<file path="src/sv/su8v_pkg.sv">
// shared constants and types for the strict utf-8 checker
package su8v_pkg;

  localparam int OFFSET_WIDTH = 32;
  localparam logic [OFFSET_WIDTH-1:0] OFF_MAX = '1;

  typedef logic [OFFSET_WIDTH-1:0] offset_t;

  typedef enum logic [2:0] {
    ERR_NONE      = 3'd0,
    ERR_OVERLONG  = 3'd1,
    ERR_SURROGATE = 3'd2,
    ERR_ABOVE_MAX = 3'd3,
    ERR_BAD_LEAD  = 3'd4,
    ERR_BAD_CONT  = 3'd5,
    ERR_TRUNCATED = 3'd6
  } err_code_t;

  typedef enum logic {
    FUNC_BYTE = 1'b0,
    FUNC_END  = 1'b1
  } func_t;

  localparam logic [7:0] ASCII_MAX  = 8'h7F;
  localparam logic [7:0] LEAD2_LO   = 8'hC2;
  localparam logic [7:0] LEAD2_HI   = 8'hDF;
  localparam logic [7:0] OVL2_LO    = 8'hC0;
  localparam logic [7:0] OVL2_HI    = 8'hC1;
  localparam logic [7:0] LEAD_E0    = 8'hE0;
  localparam logic [7:0] LEAD_ED    = 8'hED;
  localparam logic [7:0] LEAD3_LO   = 8'hE1;
  localparam logic [7:0] LEAD3_HI   = 8'hEF;
  localparam logic [7:0] LEAD_F0    = 8'hF0;
  localparam logic [7:0] LEAD_F4    = 8'hF4;
  localparam logic [7:0] LEAD4_LO   = 8'hF1;
  localparam logic [7:0] LEAD4_HI   = 8'hF3;
  localparam logic [7:0] CONT_LO    = 8'h80;
  localparam logic [7:0] CONT_HI    = 8'hBF;
  localparam logic [7:0] CONT_E0_LO = 8'hA0;
  localparam logic [7:0] CONT_ED_HI = 8'h9F;
  localparam logic [7:0] CONT_F0_LO = 8'h90;
  localparam logic [7:0] CONT_F4_HI = 8'h8F;
  localparam logic [7:0] CTRL_LIMIT = 8'h20;

endpackage

</file>
<file path="src/sv/su8v_if.sv">
// handshake channels of the strict utf-8 checker
interface su8v_in_if;
  logic       valid;
  logic       ready;
  logic       func;
  logic [7:0] byte_value;
  modport source (output valid, output func, output byte_value, input ready);
  modport sink (input valid, input func, input byte_value, output ready);
endinterface

interface su8v_out_if;
  logic        valid;
  logic        ready;
  logic [2:0]  error_code;
  logic [31:0] error_offset;
  logic        string_done;
  modport source (output valid, output error_code, output error_offset,
                  output string_done, input ready);
  modport sink (input valid, input error_code, input error_offset,
                input string_done, output ready);
endinterface

interface su8v_cfg_if;
  logic valid;
  logic ready;
  logic check_enable;
  modport source (output valid, output check_enable, input ready);
  modport sink (input valid, input check_enable, output ready);
endinterface

</file>
<file path="src/sv/strict_utf8_validator_core.sv">
// strict utf-8 checker: one byte per beat, sticky first error, verdict on end beat
//
// in_ch carries one content byte (func = 0) or an end-of-string marker
// (func = 1) per beat. every input beat yields exactly one result beat on
// out_ch: the first error of the string so far and the offset of the
// offending byte, with string_done set on the result of the end beat, after
// which all string state is cleared for the next string.
// cfg_ch writes check_enable; with it low every result reports no error
// while the byte offset still counts. write it only while the block is idle.
// the result is registered (result register, or skid register while out_ch
// stalls). throughput: one beat per cycle while in_ch.ready is high, set by
// the combinational update of the sequence state from registered state and byte.
// a two-entry output stage (result register plus skid register) keeps
// in_ch.ready high while one finished result waits; in_ch.ready is low
// exactly while the skid register holds a beat, from the edge where a stalled
// out_ch leaves both entries full until out_ch takes a beat.
// reset (rst_n low, synchronous) clears the string state, disables checking
// and empties the output stage.
module strict_utf8_validator_core (
  input  logic          clk,
  input  logic          rst_n,
  su8v_in_if.sink       in_ch,
  su8v_out_if.source    out_ch,
  su8v_cfg_if.sink      cfg_ch
);
  import su8v_pkg::*;

  logic      check_en_r;
  logic [1:0] pending_r,    pending_nxt;
  logic [7:0] first_low_r,  first_low_nxt;
  logic [7:0] first_high_r, first_high_nxt;
  logic      first_open_r, first_open_nxt;
  err_code_t lead_fault_r, lead_fault_nxt;
  offset_t   lead_off_r,   lead_off_nxt;
  offset_t   byte_off_r,   byte_off_nxt;
  err_code_t sticky_r,     sticky_nxt;
  offset_t   sticky_off_r, sticky_off_nxt;

  err_code_t res_code;
  offset_t   res_off;
  logic      res_done;

  // output stage
  logic        out_valid_r;
  err_code_t   out_code_r;
  logic [31:0] out_off_r;
  logic        out_done_r;
  logic        skid_valid_r;
  err_code_t   skid_code_r;
  logic [31:0] skid_off_r;
  logic        skid_done_r;

  logic        in_fire;
  logic        out_fire;
  logic [63:0] res_off_wide;
  logic [31:0] res_off_32;

  assign in_ch.ready  = !skid_valid_r;
  assign cfg_ch.ready = 1'b1;
  assign in_fire      = in_ch.valid && in_ch.ready;
  assign out_fire     = out_valid_r && out_ch.ready;

  assign res_off_wide = 64'(res_off);
  assign res_off_32   = res_off_wide[31:0];

  always_comb begin
    pending_nxt    = pending_r;
    first_low_nxt  = first_low_r;
    first_high_nxt = first_high_r;
    first_open_nxt = first_open_r;
    lead_fault_nxt = lead_fault_r;
    lead_off_nxt   = lead_off_r;
    byte_off_nxt   = byte_off_r;
    sticky_nxt     = sticky_r;
    sticky_off_nxt = sticky_off_r;
    res_code       = ERR_NONE;
    res_off        = '0;
    res_done       = 1'b0;

    if (in_fire) begin
      if (in_ch.func == FUNC_BYTE) begin
        if (byte_off_r != OFF_MAX) begin
          byte_off_nxt = byte_off_r + 1'b1;
        end
        if (check_en_r && sticky_r == ERR_NONE) begin
          if (pending_r == 2'd0) begin
            case (in_ch.byte_value) inside
              [8'h00:ASCII_MAX]: begin
              end
              [LEAD2_LO:LEAD2_HI]: begin
                pending_nxt    = 2'd1;
                first_low_nxt  = CONT_LO;
                first_high_nxt = CONT_HI;
                lead_fault_nxt = ERR_NONE;
              end
              LEAD_E0: begin
                pending_nxt    = 2'd2;
                first_low_nxt  = CONT_E0_LO;
                first_high_nxt = CONT_HI;
                lead_fault_nxt = ERR_OVERLONG;
              end
              LEAD_ED: begin
                pending_nxt    = 2'd2;
                first_low_nxt  = CONT_LO;
                first_high_nxt = CONT_ED_HI;
                lead_fault_nxt = ERR_SURROGATE;
              end
              [LEAD3_LO:LEAD3_HI]: begin
                pending_nxt    = 2'd2;
                first_low_nxt  = CONT_LO;
                first_high_nxt = CONT_HI;
                lead_fault_nxt = ERR_NONE;
              end
              LEAD_F0: begin
                pending_nxt    = 2'd3;
                first_low_nxt  = CONT_F0_LO;
                first_high_nxt = CONT_HI;
                lead_fault_nxt = ERR_OVERLONG;
              end
              LEAD_F4: begin
                pending_nxt    = 2'd3;
                first_low_nxt  = CONT_LO;
                first_high_nxt = CONT_F4_HI;
                lead_fault_nxt = ERR_ABOVE_MAX;
              end
              [LEAD4_LO:LEAD4_HI]: begin
                pending_nxt    = 2'd3;
                first_low_nxt  = CONT_LO;
                first_high_nxt = CONT_HI;
                lead_fault_nxt = ERR_NONE;
              end
              [OVL2_LO:OVL2_HI]: begin
                sticky_nxt     = ERR_OVERLONG;
                sticky_off_nxt = byte_off_r;
              end
              default: begin
                sticky_nxt     = ERR_BAD_LEAD;
                sticky_off_nxt = byte_off_r;
              end
            endcase
            // any lead that opened a sequence records where it sits
            if (pending_nxt != 2'd0) begin
              first_open_nxt = 1'b1;
              lead_off_nxt   = byte_off_r;
            end
          end else if (in_ch.byte_value >= CTRL_LIMIT) begin
            // control bytes inside a sequence fall through untouched
            if (in_ch.byte_value < CONT_LO || in_ch.byte_value > CONT_HI) begin
              sticky_nxt     = ERR_BAD_CONT;
              sticky_off_nxt = byte_off_r;
            end else if (first_open_r && (in_ch.byte_value < first_low_r ||
                                          in_ch.byte_value > first_high_r)) begin
              first_open_nxt = 1'b0;
              sticky_nxt     = lead_fault_r;
              sticky_off_nxt = lead_off_r;
            end else begin
              first_open_nxt = 1'b0;
              pending_nxt    = pending_r - 2'd1;
            end
          end
        end
        res_code = check_en_r ? sticky_nxt : ERR_NONE;
        res_off  = check_en_r ? sticky_off_nxt : '0;
      end else begin
        if (check_en_r && pending_r != 2'd0 && sticky_r == ERR_NONE) begin
          sticky_nxt     = ERR_TRUNCATED;
          sticky_off_nxt = lead_off_r;
        end
        res_code       = check_en_r ? sticky_nxt : ERR_NONE;
        res_off        = check_en_r ? sticky_off_nxt : '0;
        res_done       = 1'b1;
        pending_nxt    = 2'd0;
        first_low_nxt  = '0;
        first_high_nxt = '0;
        first_open_nxt = 1'b0;
        lead_fault_nxt = ERR_NONE;
        lead_off_nxt   = '0;
        byte_off_nxt   = '0;
        sticky_nxt     = ERR_NONE;
        sticky_off_nxt = '0;
      end
    end
  end

  always_ff @(posedge clk) begin
    if (!rst_n) begin
      check_en_r   <= 1'b0;
      pending_r    <= 2'd0;
      first_low_r  <= '0;
      first_high_r <= '0;
      first_open_r <= 1'b0;
      lead_fault_r <= ERR_NONE;
      lead_off_r   <= '0;
      byte_off_r   <= '0;
      sticky_r     <= ERR_NONE;
      sticky_off_r <= '0;
    end else begin
      if (cfg_ch.valid && cfg_ch.ready) begin
        check_en_r <= cfg_ch.check_enable;
      end
      pending_r    <= pending_nxt;
      first_low_r  <= first_low_nxt;
      first_high_r <= first_high_nxt;
      first_open_r <= first_open_nxt;
      lead_fault_r <= lead_fault_nxt;
      lead_off_r   <= lead_off_nxt;
      byte_off_r   <= byte_off_nxt;
      sticky_r     <= sticky_nxt;
      sticky_off_r <= sticky_off_nxt;
    end
  end

  always_ff @(posedge clk) begin
    if (!rst_n) begin
      out_valid_r  <= 1'b0;
      skid_valid_r <= 1'b0;
    end else if (skid_valid_r) begin
      if (out_fire) begin
        out_code_r   <= skid_code_r;
        out_off_r    <= skid_off_r;
        out_done_r   <= skid_done_r;
        skid_valid_r <= 1'b0;
      end
    end else if (in_fire) begin
      if (out_valid_r && !out_ch.ready) begin
        // result register still held, park the new beat
        skid_code_r  <= res_code;
        skid_off_r   <= res_off_32;
        skid_done_r  <= res_done;
        skid_valid_r <= 1'b1;
      end else begin
        out_code_r  <= res_code;
        out_off_r   <= res_off_32;
        out_done_r  <= res_done;
        out_valid_r <= 1'b1;
      end
    end else if (out_fire) begin
      out_valid_r <= 1'b0;
    end
  end

  assign out_ch.valid        = out_valid_r;
  assign out_ch.error_code   = out_code_r;
  assign out_ch.error_offset = out_off_r;
  assign out_ch.string_done  = out_done_r;

endmodule

</file>
<file path="src/flat_wrapper.sv">
// flat-port wrapper written by rule: the top's interface ports become plain ports
module strict_utf8_validator_core_flat import su8v_pkg::*;
  (clk, rst_n, in_ch_valid, in_ch_func, in_ch_byte_value, in_ch_ready, out_ch_valid, out_ch_error_code, out_ch_error_offset, out_ch_string_done, out_ch_ready, cfg_ch_valid, cfg_ch_check_enable, cfg_ch_ready);
  su8v_in_if in_ch_i ();
  su8v_out_if out_ch_i ();
  su8v_cfg_if cfg_ch_i ();
  input  logic clk;
  input  logic rst_n;
  input wire logic [$bits(in_ch_i.valid)-1:0] in_ch_valid;
  input wire logic [$bits(in_ch_i.func)-1:0] in_ch_func;
  input wire logic [$bits(in_ch_i.byte_value)-1:0] in_ch_byte_value;
  output wire logic [$bits(in_ch_i.ready)-1:0] in_ch_ready;
  output wire logic [$bits(out_ch_i.valid)-1:0] out_ch_valid;
  output wire logic [$bits(out_ch_i.error_code)-1:0] out_ch_error_code;
  output wire logic [$bits(out_ch_i.error_offset)-1:0] out_ch_error_offset;
  output wire logic [$bits(out_ch_i.string_done)-1:0] out_ch_string_done;
  input wire logic [$bits(out_ch_i.ready)-1:0] out_ch_ready;
  input wire logic [$bits(cfg_ch_i.valid)-1:0] cfg_ch_valid;
  input wire logic [$bits(cfg_ch_i.check_enable)-1:0] cfg_ch_check_enable;
  output wire logic [$bits(cfg_ch_i.ready)-1:0] cfg_ch_ready;
  assign in_ch_i.valid = in_ch_valid;
  assign in_ch_i.func = in_ch_func;
  assign in_ch_i.byte_value = in_ch_byte_value;
  assign in_ch_ready = in_ch_i.ready;
  assign out_ch_valid = out_ch_i.valid;
  assign out_ch_error_code = out_ch_i.error_code;
  assign out_ch_error_offset = out_ch_i.error_offset;
  assign out_ch_string_done = out_ch_i.string_done;
  assign out_ch_i.ready = out_ch_ready;
  assign cfg_ch_i.valid = cfg_ch_valid;
  assign cfg_ch_i.check_enable = cfg_ch_check_enable;
  assign cfg_ch_ready = cfg_ch_i.ready;
  strict_utf8_validator_core u_core (.clk(clk), .rst_n(rst_n), .in_ch(in_ch_i), .out_ch(out_ch_i), .cfg_ch(cfg_ch_i));
endmodule
</file>
<file path="config.mk">
export PLATFORM = sky130hd
export DESIGN_NAME = strict_utf8_validator_core_flat
export DESIGN_NICKNAME = d
export VERILOG_FILES = /design/src/sv/su8v_pkg.sv /design/src/sv/su8v_if.sv /design/src/sv/strict_utf8_validator_core.sv /design/src/flat_wrapper.sv
export SDC_FILE = /design/constraint.sdc
export NUM_CORES = 1
export LEC_CHECK = 0
export ABC_AREA = 0
export BUFFER_PORTS_ARGS = -buffer_cell sky130_fd_sc_hd__buf_2
export CAP_MARGIN = 20
export CELL_PAD_IN_SITES_DETAIL_PLACEMENT = 1
export CELL_PAD_IN_SITES_GLOBAL_PLACEMENT = 1
export CORE_UTILIZATION = 39
export CTS_CLUSTER_DIAMETER = 200
export CTS_CLUSTER_SIZE = 28
export DETAILED_ROUTE_END_ITERATION = 16
export GPL_TIMING_DRIVEN = 1
export PLACE_DENSITY_LB_ADDON = 0.1
export SLEW_MARGIN = 10
export SYNTH_ARGS = -nofsm -noshare
export SYNTH_HDL_FRONTEND = slang
export SYNTH_SLANG_ARGS = --single-unit
</file>
<file path="constraint.sdc">
create_clock -name clk -period 3.9 [get_ports clk]
set_input_delay 0.78 -clock clk [delete_from_list [all_inputs] [get_ports clk]]
set_output_delay 0.78 -clock clk [all_outputs]
set_load 0.02 [all_outputs]
</file>
; ---- After elaboration in Yosys (flattened, before gate mapping)
; Cells that the tools add are included.
[op_classes]
n_addsub = 2
order_cmp = 15
eq_ne = 12
mux = 120
bitwise_logic = 1
n_reduce_logical = 36
[ops]
columns = operator, count
row1 = $mux 32, 28
row2 = $mux 8, 22
row3 = $mux 3, 34
row4 = $mux 2, 18
row5 = $add 32x1->32 const B, 1
row6 = $eq 8x8->1 const B, 4
row7 = $ge 8x8->1 const B, 4
row8 = $le 8x8->1 const B, 4
row9 = $ne 32x32->1 const B, 1
row10 = $mux 1, 18
row11 = $reduce_bool 2->1, 8
row12 = $reduce_and 5->1, 3
row13 = $logic_and 1x1->1, 12
row14 = $reduce_and 4->1, 3
row15 = $ge 8x1->1 const B, 1
row16 = $ge 8x6->1 const B, 1
row17 = $gt 8x8->1, 1
row18 = $gt 8x8->1 const B, 1
row19 = $le 8x7->1 const B, 1
row20 = $lt 8x8->1, 1
row21 = $lt 8x8->1 const B, 1
row22 = $reduce_bool 8->1, 1
row23 = $ne 2x2->1 const B, 3
row24 = $ne 3x2->1 const B, 2
row25 = other kinds (11), 13
[word_totals]
regBits = 196
out_inout_bits = 39
word_cells = 204

; ---- Depth between registers and ports, before layout
; Gate-level depths: netlist of the first run.
[depth]
word_depth = 19
ltp_mapped = 10
ltp_nobuf = 9

; ---- Worst setup path after synthesis of the first run
; Ideal clock, no wire load.
[synth_path]
path_kind = in2reg
from = input port rst_n
to = register u_core.out_code_r[0] (netlist: u_core.out_ch.error_code[0]) (enable)
setup_ps = 429
arrival_time_ps = 3131
required_ps = 3471
path_slack_ps = 340
path_stages = 5
n_path_buf = 3
cell_sequence = clkbuf_1 -> clkbuf_1 -> clkbuf_1 -> nand2_1 -> nor2_1
[synth_between]
elab_chain_cells = 1
[synth_rtl]
columns = element, line
row1 = start: declaration, flat_wrapper.sv:8  ; input logic rst_n;
row2 = $reduce_and 4->1 (no source line), -
row3 = end signal: assignment, strict_utf8_validator_core.sv:219  ; out_code_r <= skid_code_r;
row4 = end signal: assignment, strict_utf8_validator_core.sv:232  ; out_code_r <= res_code;
row5 = end: declaration, strict_utf8_validator_core.sv:45  ; err_code_t out_code_r;
; Every way passes these cells.
; A chain may end at the register's enable or synchronous reset.

; ---- Worst setup path after layout of the first run
[layout_path]
from = input port in_ch_byte_value[2]
to = register u_core.out_off_r[0] (netlist: u_core.out_ch.error_offset[0]), data pin
[layout_between]
elab_chain_cells = 17
word_cells_on_any_way = 42
cone_classes = order compare: 13 / eq/ne: 4 / mux: 18 / reduce/logical: 7
[layout_rtl]
columns = element, line
row1 = start: declaration, flat_wrapper.sv:11  ; input wire logic [$bits(in_ch_i.byte_value)-1:0] in_ch_byte_value;
row2 = $ge 8x8->1 (no source line) / $le 8x8->1 (equally long branches), -
row3 = $logic_and 1x1->1 (no source line), -
row4 = $mux 32 (8 in series), strict_utf8_validator_core.sv:87  ; case (in_ch.byte_value) inside
row5 = $mux 32 (*), strict_utf8_validator_core.sv:86  ; if (pending_r == 2'd0) begin
row6 = $mux 32 (*), strict_utf8_validator_core.sv:85  ; if (check_en_r && sticky_r == ERR_NONE) begin
row7 = $mux 32 (*), strict_utf8_validator_core.sv:163  ; res_off = check_en_r ? sticky_off_nxt : '0;
row8 = $mux 32 (*), strict_utf8_validator_core.sv:81  ; if (in_ch.func == FUNC_BYTE) begin
row9 = $mux 32 (*), strict_utf8_validator_core.sv:225  ; if (out_valid_r && !out_ch.ready) begin
row10 = $mux 32 (*), strict_utf8_validator_core.sv:224  ; end else if (in_fire) begin
row11 = $mux 32 (*), strict_utf8_validator_core.sv:217  ; end else if (skid_valid_r) begin
row12 = end signal: assignment, strict_utf8_validator_core.sv:220  ; out_off_r <= skid_off_r;
row13 = end signal: assignment, strict_utf8_validator_core.sv:233  ; out_off_r <= res_off_32;
row14 = end: declaration, strict_utf8_validator_core.sv:46  ; logic [31:0] out_off_r;
; Every way passes the cells marked *; elsewhere a longest branch is shown, timed or not. The select of a mux whose other input is x is not followed.

==> reports/metrics.csv, run 1 <==
metric;value;unit
synth_nets;1130;
slew_headroom;52.4;%
cp.required;4080;ps
power.share.clock;41.5;%
crit_path_max_fanout;31;
synthTopCellsByCount;112 x dfxtp_1, 98 x clkbuf_1, 96 x nand2_1;
crit_path_end_kind;flop;
ant_nets;0;
synthAdderAreaFrac;1.15;%
switchingPower;1210;µW
grt_pass1_vias;8587;
fin_cells;1452;
diodes;0;
comb_power_share;10.4;%
gp_congestion;0.796;
seqCellArea;0.00440;mm²
min_path_type;reg2reg;
synth_seq_area_share;44.9;%
drv_cap;0;
muxShareOfSynthArea;0.650;%
clock_sinks;184;
critPathMaxStageDelay;520;ps
track_usage;26.0;%
grt_max_degree;45;
fin_crit_sh;83.2;%
die_w;161;µm
core_area;0.0245;mm²
cts_buffers;17;
postPlaceCellArea;0.0105;mm²
yosysWarnings;0;
cts_buffer_depth;2;
synth_compound_area_share;20.6;%
swShare;28.4;%
die_h;161;µm
io_pins;54;
cts_root_buf;clkbuf_16;
grt_pass1_wl;51800;µm
multi_input_area;0.00496;mm²
synth.top_cell.area_share;22.8;%
rsz0062_at_grt;false;
yosys-top-cells-area;dfxtp_1 23%, edfxtp_1 22%, clkbuf_1 3.7%;
gr-total-overflow;0;
dr.pass1.iters;5;
drcViolationCount;0;
setup_violations;0;
cp_data_arrival_time;3420;ps
synth_top_family_by_area;simple AND/OR/NAND/NOR gates;
yosysTopAreaCell;dfxtp_1;
post-place-cells;1420;
start_util;40.0;%
power.leakage;0.00358;µW
avgViaCountPerCell;6.07;
synth_most_common_cell;dfxtp_1;
synth_edf_count;72;
worst-slew-pin-transition;708;ps
finalPower;4250;µW
cp-start-kind;primary input;
fmax;0.308;GHz
ys_ff_latch;184;
clk_latency;440;ps
period_minus_slack;3240;ps
status;complete, no violations;
p_per_area;383;mW/mm²
intPower;3040;µW
avgSynthCellArea;8.88;µm²
syn2layout_area_growth;13.0;%
ys.flop_type;dfxtp_1;
p_seq_share;48.1;%
hold_ws;467;ps
finalHoldViolations;0;
ir_drop;0.182;mV
num_vias;8816;
synth-async-reset-ratio;0;%
antenna_found_initial;0;
portBuffers;52;
cp_slowest_cell;or4_1;
postCtsSetupBuffers;0;
cp_cell_sequence;buf_2, or4_4, a41o_1, or4_1, a21o_4, or2_0, a311oi_1, o21ai_1;
criticalPathCategory;in2reg;
final-max-slew-violation-count;0;
dp_hpwl;20900;µm
nets;1139;
path_clk_slew;70;ps
skew;13.5;ps
yosys.area_share.xor_xnor;1.96;%
wirelength;33300;µm
cts.htree.levels;4;
cts_tree;built;
syn-cell-area;0.00982;mm²
fillers;2846;
fp-row-count;57;
fin_tns_setup;0;ps
ctsResizeCount;0;
ctsHoldBuffers;0;
final_area;0.0111;mm²
synthDistinctLibCells;65;
yosys.area_share.simple;25.6;%
layout-drive-gt1-share;12.9;%
syn_inst;1106;
die_area;0.0258;mm²
wl_per_cell;22.9;µm
drt-initial-drc-count;674;
[critical path: cells and delay by family]
kind,cells,cell delay [ps]
and+or+nand+nor,3,1280
AOI/OAI and AO/OA,4,1190
buffers and inverters,1,160
[cell type report]
type,instances,area share (%)
Sequential cell,184,39.7
Timing Repair Buffer,94,5.86
Clock buffer,18,3.96
Tap cell,324,3.65
Inverter,21,0.710
Multi-Input combinational cell,797,44.7
Clock inverter,14,1.39
[registers in the layout (all words and copies together), names as in the netlist, 3 cells and up]
name and cells:
u_core.sticky_r 3, u_core.skid_off_r 32, u_core.lead_off_r 32, u_core.skid_code_r 3, u_core.out_ch.error_offset 32, u_core.first_high_r 3, u_core.sticky_off_r 32, u_core.byte_off_r 32
u_core.out_ch.error_code 3
[power groups by stage]
stage | Sequential (µW) | Combinational (µW) | Clock, µW
finish | 2050 | 442 | 1760
global route | 2050 | 479 | 1860
CTS | 2050 | 442 | 1800
detailed placement | 2090 | 441 | 0
global placement | 2090 | 436 | 0
floorplan | 2110 | 244 | 0
[layout by cell type, fill, tap and decap left out, types with 6 or more instances in the layout]
cell,synthesis,final
a21oi_1,23,23
or2_0,24,24
nand3_1,23,23
buf_12,0,6
inv_1,21,21
xor2_1,9,9
nor4_1,6,6
edfxtp_1,72,72
nand3b_1,29,29
inv_8,0,6
buf_4,1,36
xnor2_1,13,13
nand2b_1,9,9
and3_1,33,33
o21ai_1,32,31
ha_1,9,9
nand4_1,12,12
a32o_1,31,31
o221ai_1,31,31
nor2_1,84,80
a311oi_1,32,32
a21boi_0,33,33
o21ai_0,59,59
or3_1,53,53
clkbuf_16,0,17
buf_2,1,52
dfxtp_1,112,112
nor2b_1,42,41
nand2_1,96,96
nor3_1,43,41
[metrics by stage]
step                util [%]  setup slack, ps
finish                  45.2              655
global route            45.2              528
CTS                     45.2              664
detailed placement      42.8              201
global placement        42.8              249
floorplan                  -              340
[cell families after synthesis]
logic type	Yosys count
and+or+nand+nor	476
AOI/OAI and AO/OA	283
DFF	184
adders and majority gates	9
muxes	6
buffers and inverters	125
xor gates and xnor gates	22
other	1
[worst paths after layout]
path                                       startpoint                       endpoint  slack [ps]  cells after the start
worst max-delay path              in_ch_byte_value[2]  u_core.out_ch.error_offset[0]         660                      8
worst max register to register      u_core.check_en_r  u_core.out_ch.error_offset[0]         950                      8
worst min register to register  u_core.lead_off_r[18]          u_core.lead_off_r[18]         470                      2
worst min-delay path            u_core.lead_off_r[18]          u_core.lead_off_r[18]         470                      2
[per-layer routing]
metal	wire (µm)	track usage, %	part of all wire, %	up-vias
met2	14800	39.9	44	261
met3	1780	3.25	5.4	28
met5	0	0	0	-
li1	-	-	-	4092
met4	296	6.45	0.89	0
met1	16400	38.4	49	4435
(Power assumes the default switching activity.)
==> inputs of run 2 (changes only) <==
==> constraint.sdc (replaced) <==
create_clock -name clk -period 2.6 [get_ports clk]
set_input_delay 0.52 -clock clk [delete_from_list [all_inputs] [get_ports clk]]
set_output_delay 0.52 -clock clk [all_outputs]
set_load 0.02 [all_outputs]
==> reports/metrics.csv, run 2 (synthesis results as in run 1) <==
metric;value;unit;change
status;finished with violations;;
violations;negative setup slack;;
min_path_type;in2reg;;
grt_pass1_wl;55700;µm;+7.5%
core_area;0.0245;mm²;unchanged
die_area;0.0258;mm²;unchanged
ctsHoldBuffers;0;;unchanged
postPlaceCellArea;0.0114;mm²;+8.9%
power.leakage;0.00448;µW;+25%
regToRegStartpoint;u_core.first_high_r[3];;
antenna_found_initial;1;;+1
gr-total-overflow;0;;unchanged
cp.required;2800;ps;-1280 ps
layout-drive-gt1-share;30.8;%;+18 points
setup_violations;92;;+92
skew;15.6;ps;+2.08 ps
syn2layout_area_growth;34.8;%;
critPathMaxStageDelay;440;ps;-80 ps
fin_crit_sh;107;%;
cts_buffers;17;;unchanged
die_h;161;µm;unchanged
pre_cts_ws;-722;ps;-923 ps
dp_hpwl;22700;µm;+8.7%
cts_buffer_depth;2;;unchanged
drv_cap;0;;unchanged
final_cell_mix;110 x dfxtp_1, 103 x buf_4, 96 x nand2_1;;
cp_slowest_cell;a311oi_2;;
crit_buf_inv;3;;+2
final_common_cell;dfxtp_1;;
finalHoldViolations;0;;unchanged
crit_path_end_kind;flop;;
cts_root_buf;clkbuf_16;;
portBuffers;52;;unchanged
fmax;0.359;GHz;
final-max-slew-violation-count;0;;unchanged
path_clk_slew;80;ps;about the same
multi_input_area;0.00601;mm²;+21%
grt_pass1_vias;9237;;+7.6%
cp-start-kind;flop;;
drcViolationCount;0;;unchanged
ant_nets;0;;unchanged
num_vias;9439;;+7.1%
start_util;40.0;%;unchanged
critical_path.top_delay_family;compound AO/OA/AOI/OAI gates;;
postLayoutSetupSlackWorst;-182;ps;-837 ps
slew_headroom;58.4;%;+6.0 points
nets;1240;;+8.9%
clk_latency;450;ps;about the same
avgViaCountPerCell;6.08;;+0.10%
period_minus_slack;2780;ps;
track_usage;28.0;%;+2.0 points
drt-initial-drc-count;769;;+14%
cp_cell_sequence;buf_6, ha_4, nand4_1, o21ai_1, nor2_2, nor4b_4, buf_6, buf_12, nor3_2, a311oi_2, o21ai_2;;
rsz0062_at_grt;true;;
r2r_slack;-180;ps;-1130 ps
final_area;0.0132;mm²;+19%
crit_cells;11;;+3
p_per_area;509;mW/mm²;+33%
ir_drop;0.465;mV;+160%
crit_path_end;u_core.out_ch.error_offset[18];;
crit_top_cell;buf_6;;
criticalPathCategory;reg2reg;;
worst-slew-pin-transition;621;ps;-87.0 ps
cts_tree;built;;
crit_path_start;u_core.first_high_r[3];;
fp-row-count;57;;unchanged
crit_path_max_fanout;8;;-74%
dr.pass1.iters;6;;+1
clock_sinks;184;;unchanged
fillers;2760;;-3.0%
wl_per_cell;23.7;µm;+3.3%
holdPathStages;4;;+2
wirelength;36800;µm;+11%
diodes;0;;unchanged
cts.htree.levels;4;;unchanged
r2r_end;u_core.out_ch.error_offset[18];;
die_w;161;µm;unchanged
gp_congestion;0.812;;+2.0%
cp_data_arrival_time;2980;ps;-440 ps
grt_max_degree;56;;+24%
seqCellArea;0.00441;mm²;+0.11%
io_pins;54;;unchanged
worst_r2r_path_depth;11;;+3
==> run 2: cell types whose count changed in the layout (fill, tap and decap cells not counted), sizes merged <==
cell,previous run,this run
buf,94,191
clkinv,5,3
a21o,2,4
bufinv,0,1
inv,29,31
clkbuf,18,19
==> run 2: routing by layer <==
| metal | global-route usage [%] | routed length [µm] | vias up |
|---|---|---|---|
| met5 | 0 | 0 | - |
| met2 | 41.7 | 16200 | 322 |
| met3 | 4.24 | 2290 | 40 |
| li1 | - | - | 4322 |
| met4 | 7.75 | 635 | 0 |
| met1 | 41.7 | 17600 | 4755 |
==> run 2: worst min-delay path by stage <==
stage / startpoint / end / slack [ps]
floorplan: u_core.lead_off_r[19] / u_core.lead_off_r[19] / 430
global placement: u_core.lead_off_r[27] / u_core.lead_off_r[27] / 450
detailed placement: u_core.first_high_r[5] / u_core.first_high_r[5] / 460
CTS: out_ch_ready / u_core.skid_valid_r / 340
global route: out_ch_ready / u_core.skid_valid_r / 350
finish: out_ch_ready / u_core.skid_valid_r / 350
==> run 2: repair_timing <==
item | CTS | global route
gates resized for setup | 58 | 156
pin swaps | 15 | 57
buffers inserted | 7 | 12
endpoints found under the hold margin | 0 | 0
gates cloned | 6 | 3
setup endpoints to repair | 95 | 97
==> run 2: area by class of cell <==
| type | instances | share of cell area (%) |
|---|---|---|
| Clock buffer | 17 | 3.22 |
| Clock inverter | 15 | 1.45 |
| Inverter | 21 | 0.634 |
| Multi-Input combinational cell | 799 | 45.4 |
| Sequential cell | 184 | 33.3 |
| Tap cell | 324 | 3.06 |
| Timing Repair Buffer | 193 | 12.9 |
==> run 2: tightest hold or removal path, delay by kind of cell <==
family / cells / cell delay [ps]
simple gates: 3 / 150
buf+inv: 1 / 90
==> run 2: metrics by stage <==
stage                     TNS, ps  hold slack, ps  total power (µW)  instances  utilization (%)
final                       -7560             346              6730       1553             53.9
after global routing       -16820             349              6950       1553             53.9
after CTS                    -961             336              6680       1563             51.1
after detailed placement   -56320             463              3880       1518             46.6
after global placement     -55260             446              3860       1517             46.5
after floorplan            -22170             435              3540       1106                -
==> run 2: where the power goes <==
part / leakage [µW] / internal (µW) / switching (µW)
registers: 0.00152 / 3040 / 26.7
clock network: 0.000300 / 1400 / 1370
logic: 0.00266 / 336 / 548
total: 0.00448 / 4780 / 1950
==> inputs of run 3 (changes only) <==
--- a/config.mk
+++ b/config.mk
@@ -10,6 +10,7 @@
 export CAP_MARGIN = 20
 export CELL_PAD_IN_SITES_DETAIL_PLACEMENT = 1
 export CELL_PAD_IN_SITES_GLOBAL_PLACEMENT = 1
+export CORE_ASPECT_RATIO = 2
 export CORE_UTILIZATION = 39
 export CTS_CLUSTER_DIAMETER = 200
 export CTS_CLUSTER_SIZE = 28
==> constraint.sdc (replaced) <==
create_clock -name clk -period 2.6 [get_ports clk]
set_input_delay 0.52 -clock clk [delete_from_list [all_inputs] [get_ports clk]]
set_output_delay 0.52 -clock clk [all_outputs]
set_load 0.05 [all_outputs]
==> reports/metrics.csv, run 3 (synthesis results as in run 1) <==
metric;value;unit;change
clk_latency;460;ps;about the same
cp.required;2790;ps;about the same
cp-start-kind;flop;;
ir_drop;0.277;mV;-40%
swShare;28.1;%;-0.81 points
met3_length;1380;µm;-40%
power.leakage;0.00439;µW;-1.9%
fillers;2823;;+2.3%
cts_root_buf;clkbuf_16;;
cts_buffer_depth;2;;unchanged
holdPathStages;3;;-1
setup_violations;67;;-27%
hold_ws;352;ps;+6.06 ps
crit_top_cell;buf_12;;
wl_per_cell;24.0;µm;+1.3%
die_area;0.0259;mm²;+0.15%
dr.pass1.iters;5;;-1
rsz0062_at_grt;true;;
syn2layout_area_growth;31.3;%;
ctsHoldBuffers;0;;unchanged
met1_length;13500;µm;-23%
crit_path_max_fanout;7;;-1
final_cell_mix;113 x buf_4, 111 x dfxtp_1, 96 x nand2_1;;
critPathMaxStageDelay;360;ps;-80 ps
pre_cts_ws;-638;ps;+84.1 ps
die_h;226;µm;+41%
worst-slew-pin-transition;761;ps;+140 ps
finalHoldViolations;0;;unchanged
wirelength;37500;µm;+2.2%
dp_hpwl;23100;µm;+1.7%
portBuffers;52;;unchanged
fin_cells;1566;;+0.84%
p_seq_share;47.1;%;+1.5 points
diodes;0;;unchanged
nets;1245;;+0.40%
switchingPower;1830;µW;-5.8%
cp_data_arrival_time;2970;ps;about the same
grt_pass1_vias;9975;;+8.0%
avgViaCountPerCell;6.01;;-1.1%
layout-drive-gt1-share;28.8;%;-2.0 points
num_vias;9415;;-0.25%
core_area;0.0246;mm²;+0.38%
final-max-slew-violation-count;0;;unchanged
cp_cell_sequence;clkinv_4, ha_4, nor2b_4, o211ai_1, a21oi_2, buf_4, nor4b_4, buf_6, buf_12, buf_12, nor3_4, a311oi_2, nor2b_1;;
cts_buffers;17;;unchanged
p_per_area;506;mW/mm²;-0.55%
io_pins;54;;unchanged
met2_length;20700;µm;+28%
final_common_cell;buf_4;;
fp-row-count;81;;+42%
min_path_type;in2reg;;
power.share.clock;37.5;%;-3.7 points
grt_pass1_wl;55400;µm;-0.46%
criticalPathCategory;reg2reg;;
finalPower;6520;µW;-3.1%
fin_util;52.3;%;-1.6 points
gp_congestion;0.818;;+0.71%
grt_max_degree;67;;+20%
start_util;39.9;%;-0.15 points
comb_power_share;15.3;%;+2.2 points
cp_slowest_cell;dfxtp_2;;
drcViolationCount;0;;unchanged
fmax;0.360;GHz;+0.16%
regToRegStartpoint;u_core.first_high_r[3];;
ant_nets;0;;unchanged
crit_path_start;u_core.first_high_r[3];;
post-place-cells;1508;;-0.66%
fin_crit_sh;107;%;-0.17 points
status;finished with violations;;
cts.htree.levels;4;;unchanged
cts_tree;built;;
gr-total-overflow;0;;unchanged
path_clk_slew;70;ps;about the same
drt-initial-drc-count;498;;-35%
postLayoutSetupSlackWorst;-178;ps;+4.44 ps
period_minus_slack;2780;ps;-4.44 ps
track_usage;28.8;%;+0.83 points
violations;negative setup slack;;
clock_sinks;184;;unchanged
intPower;4690;µW;-2.0%
skew;9.12;ps;-6.47 ps
drv_cap;0;;unchanged
antenna_found_initial;0;;-1
top_layer;met4;;
crit_path_end_kind;flop;;
slew_headroom;49.3;%;-9.2 points
hp-start;cfg_ch_check_enable;;
die_w;114;µm;-29%
worst_r2r_path_depth;13;;+2
-- run 3: changes by cell type in the layout (fill, tap and decap cells not counted), moves of 8 or more --
cell | previous run | this run
a311oi_4 | 24 | 0
a311oi_2 | 7 | 30
o21ai_2 | 40 | 25
o21ai_1 | 22 | 36
nor3_2 | 17 | 4
buf_6 | 17 | 6
buf_4 | 103 | 113
nor3_1 | 21 | 30
buf_12 | 14 | 22
-- run 3: layer usage --
layer | vias to the layer above | track usage (%)
met4 | 0 | 17.6
met5 | - | 0
met1 | 4714 | 29.2
met2 | 266 | 54.5
met3 | 109 | 4.06
li1 | 4326 | -
-- run 3: per-stage QoR --
stage	cell area, µm²	TNS [ps]
floorplan	9930	-22170
global placement	11400	-50360
detailed placement	11400	-55930
CTS	12200	-2510
global route	12900	-15570
finish	12900	-6560
-- run 3: worst max-delay path, delay by kind of cell (launching register included) --
family | cells | cell delay, ps
adder cells (fa/ha/maj) | 1 | 250
AND/OR/NAND/NOR | 4 | 550
AO/OA/AOI/OAI | 3 | 680
buffers and inverters | 5 | 660
flip-flops | 1 | 360
-- run 3: final timing paths --
kind	endpoint	slack [ps]
hold reg to reg	u_core.lead_off_r[18]	460
setup reg to reg	u_core.skid_off_r[6]	-180
setup / recovery	u_core.skid_off_r[6]	-180
hold / removal	u_core.check_en_r	350
-- run 3: power groups by stage --
stage | Sequential, µW | Clock [µW] | Combinational [µW]
3_5_place_dp | 3140 | 0 | 841
3_3_place_gp | 3130 | 0 | 829
5_1_grt | 3080 | 2600 | 1050
2_1_floorplan | 3230 | 0 | 378
4_1_cts | 3070 | 2500 | 880
6_report | 3070 | 2450 | 1000
-- run 3: what timing repair did --
item	CTS	global route
pin swaps	8	60
gates cloned	5	5
buffers inserted	5	14
gates resized for setup	34	121
endpoints found under the setup margin	93	97
endpoints found under the hold margin	0	0
-- run 3: cell type report --
| class | count | area (µm²) | area share (%) |
|---|---|---|---|
| multi-input cells | 800 | 5710 | 44.3 |
| flip-flops and latches | 184 | 4410 | 34.2 |
| repair buffers | 197 | 1740 | 13.5 |
| clock buffers | 20 | 458 | 3.55 |
| well taps | 332 | 415 | 3.22 |
| inverters | 21 | 83.8 | 0.650 |
| clock inverters | 12 | 76.3 | 0.592 |
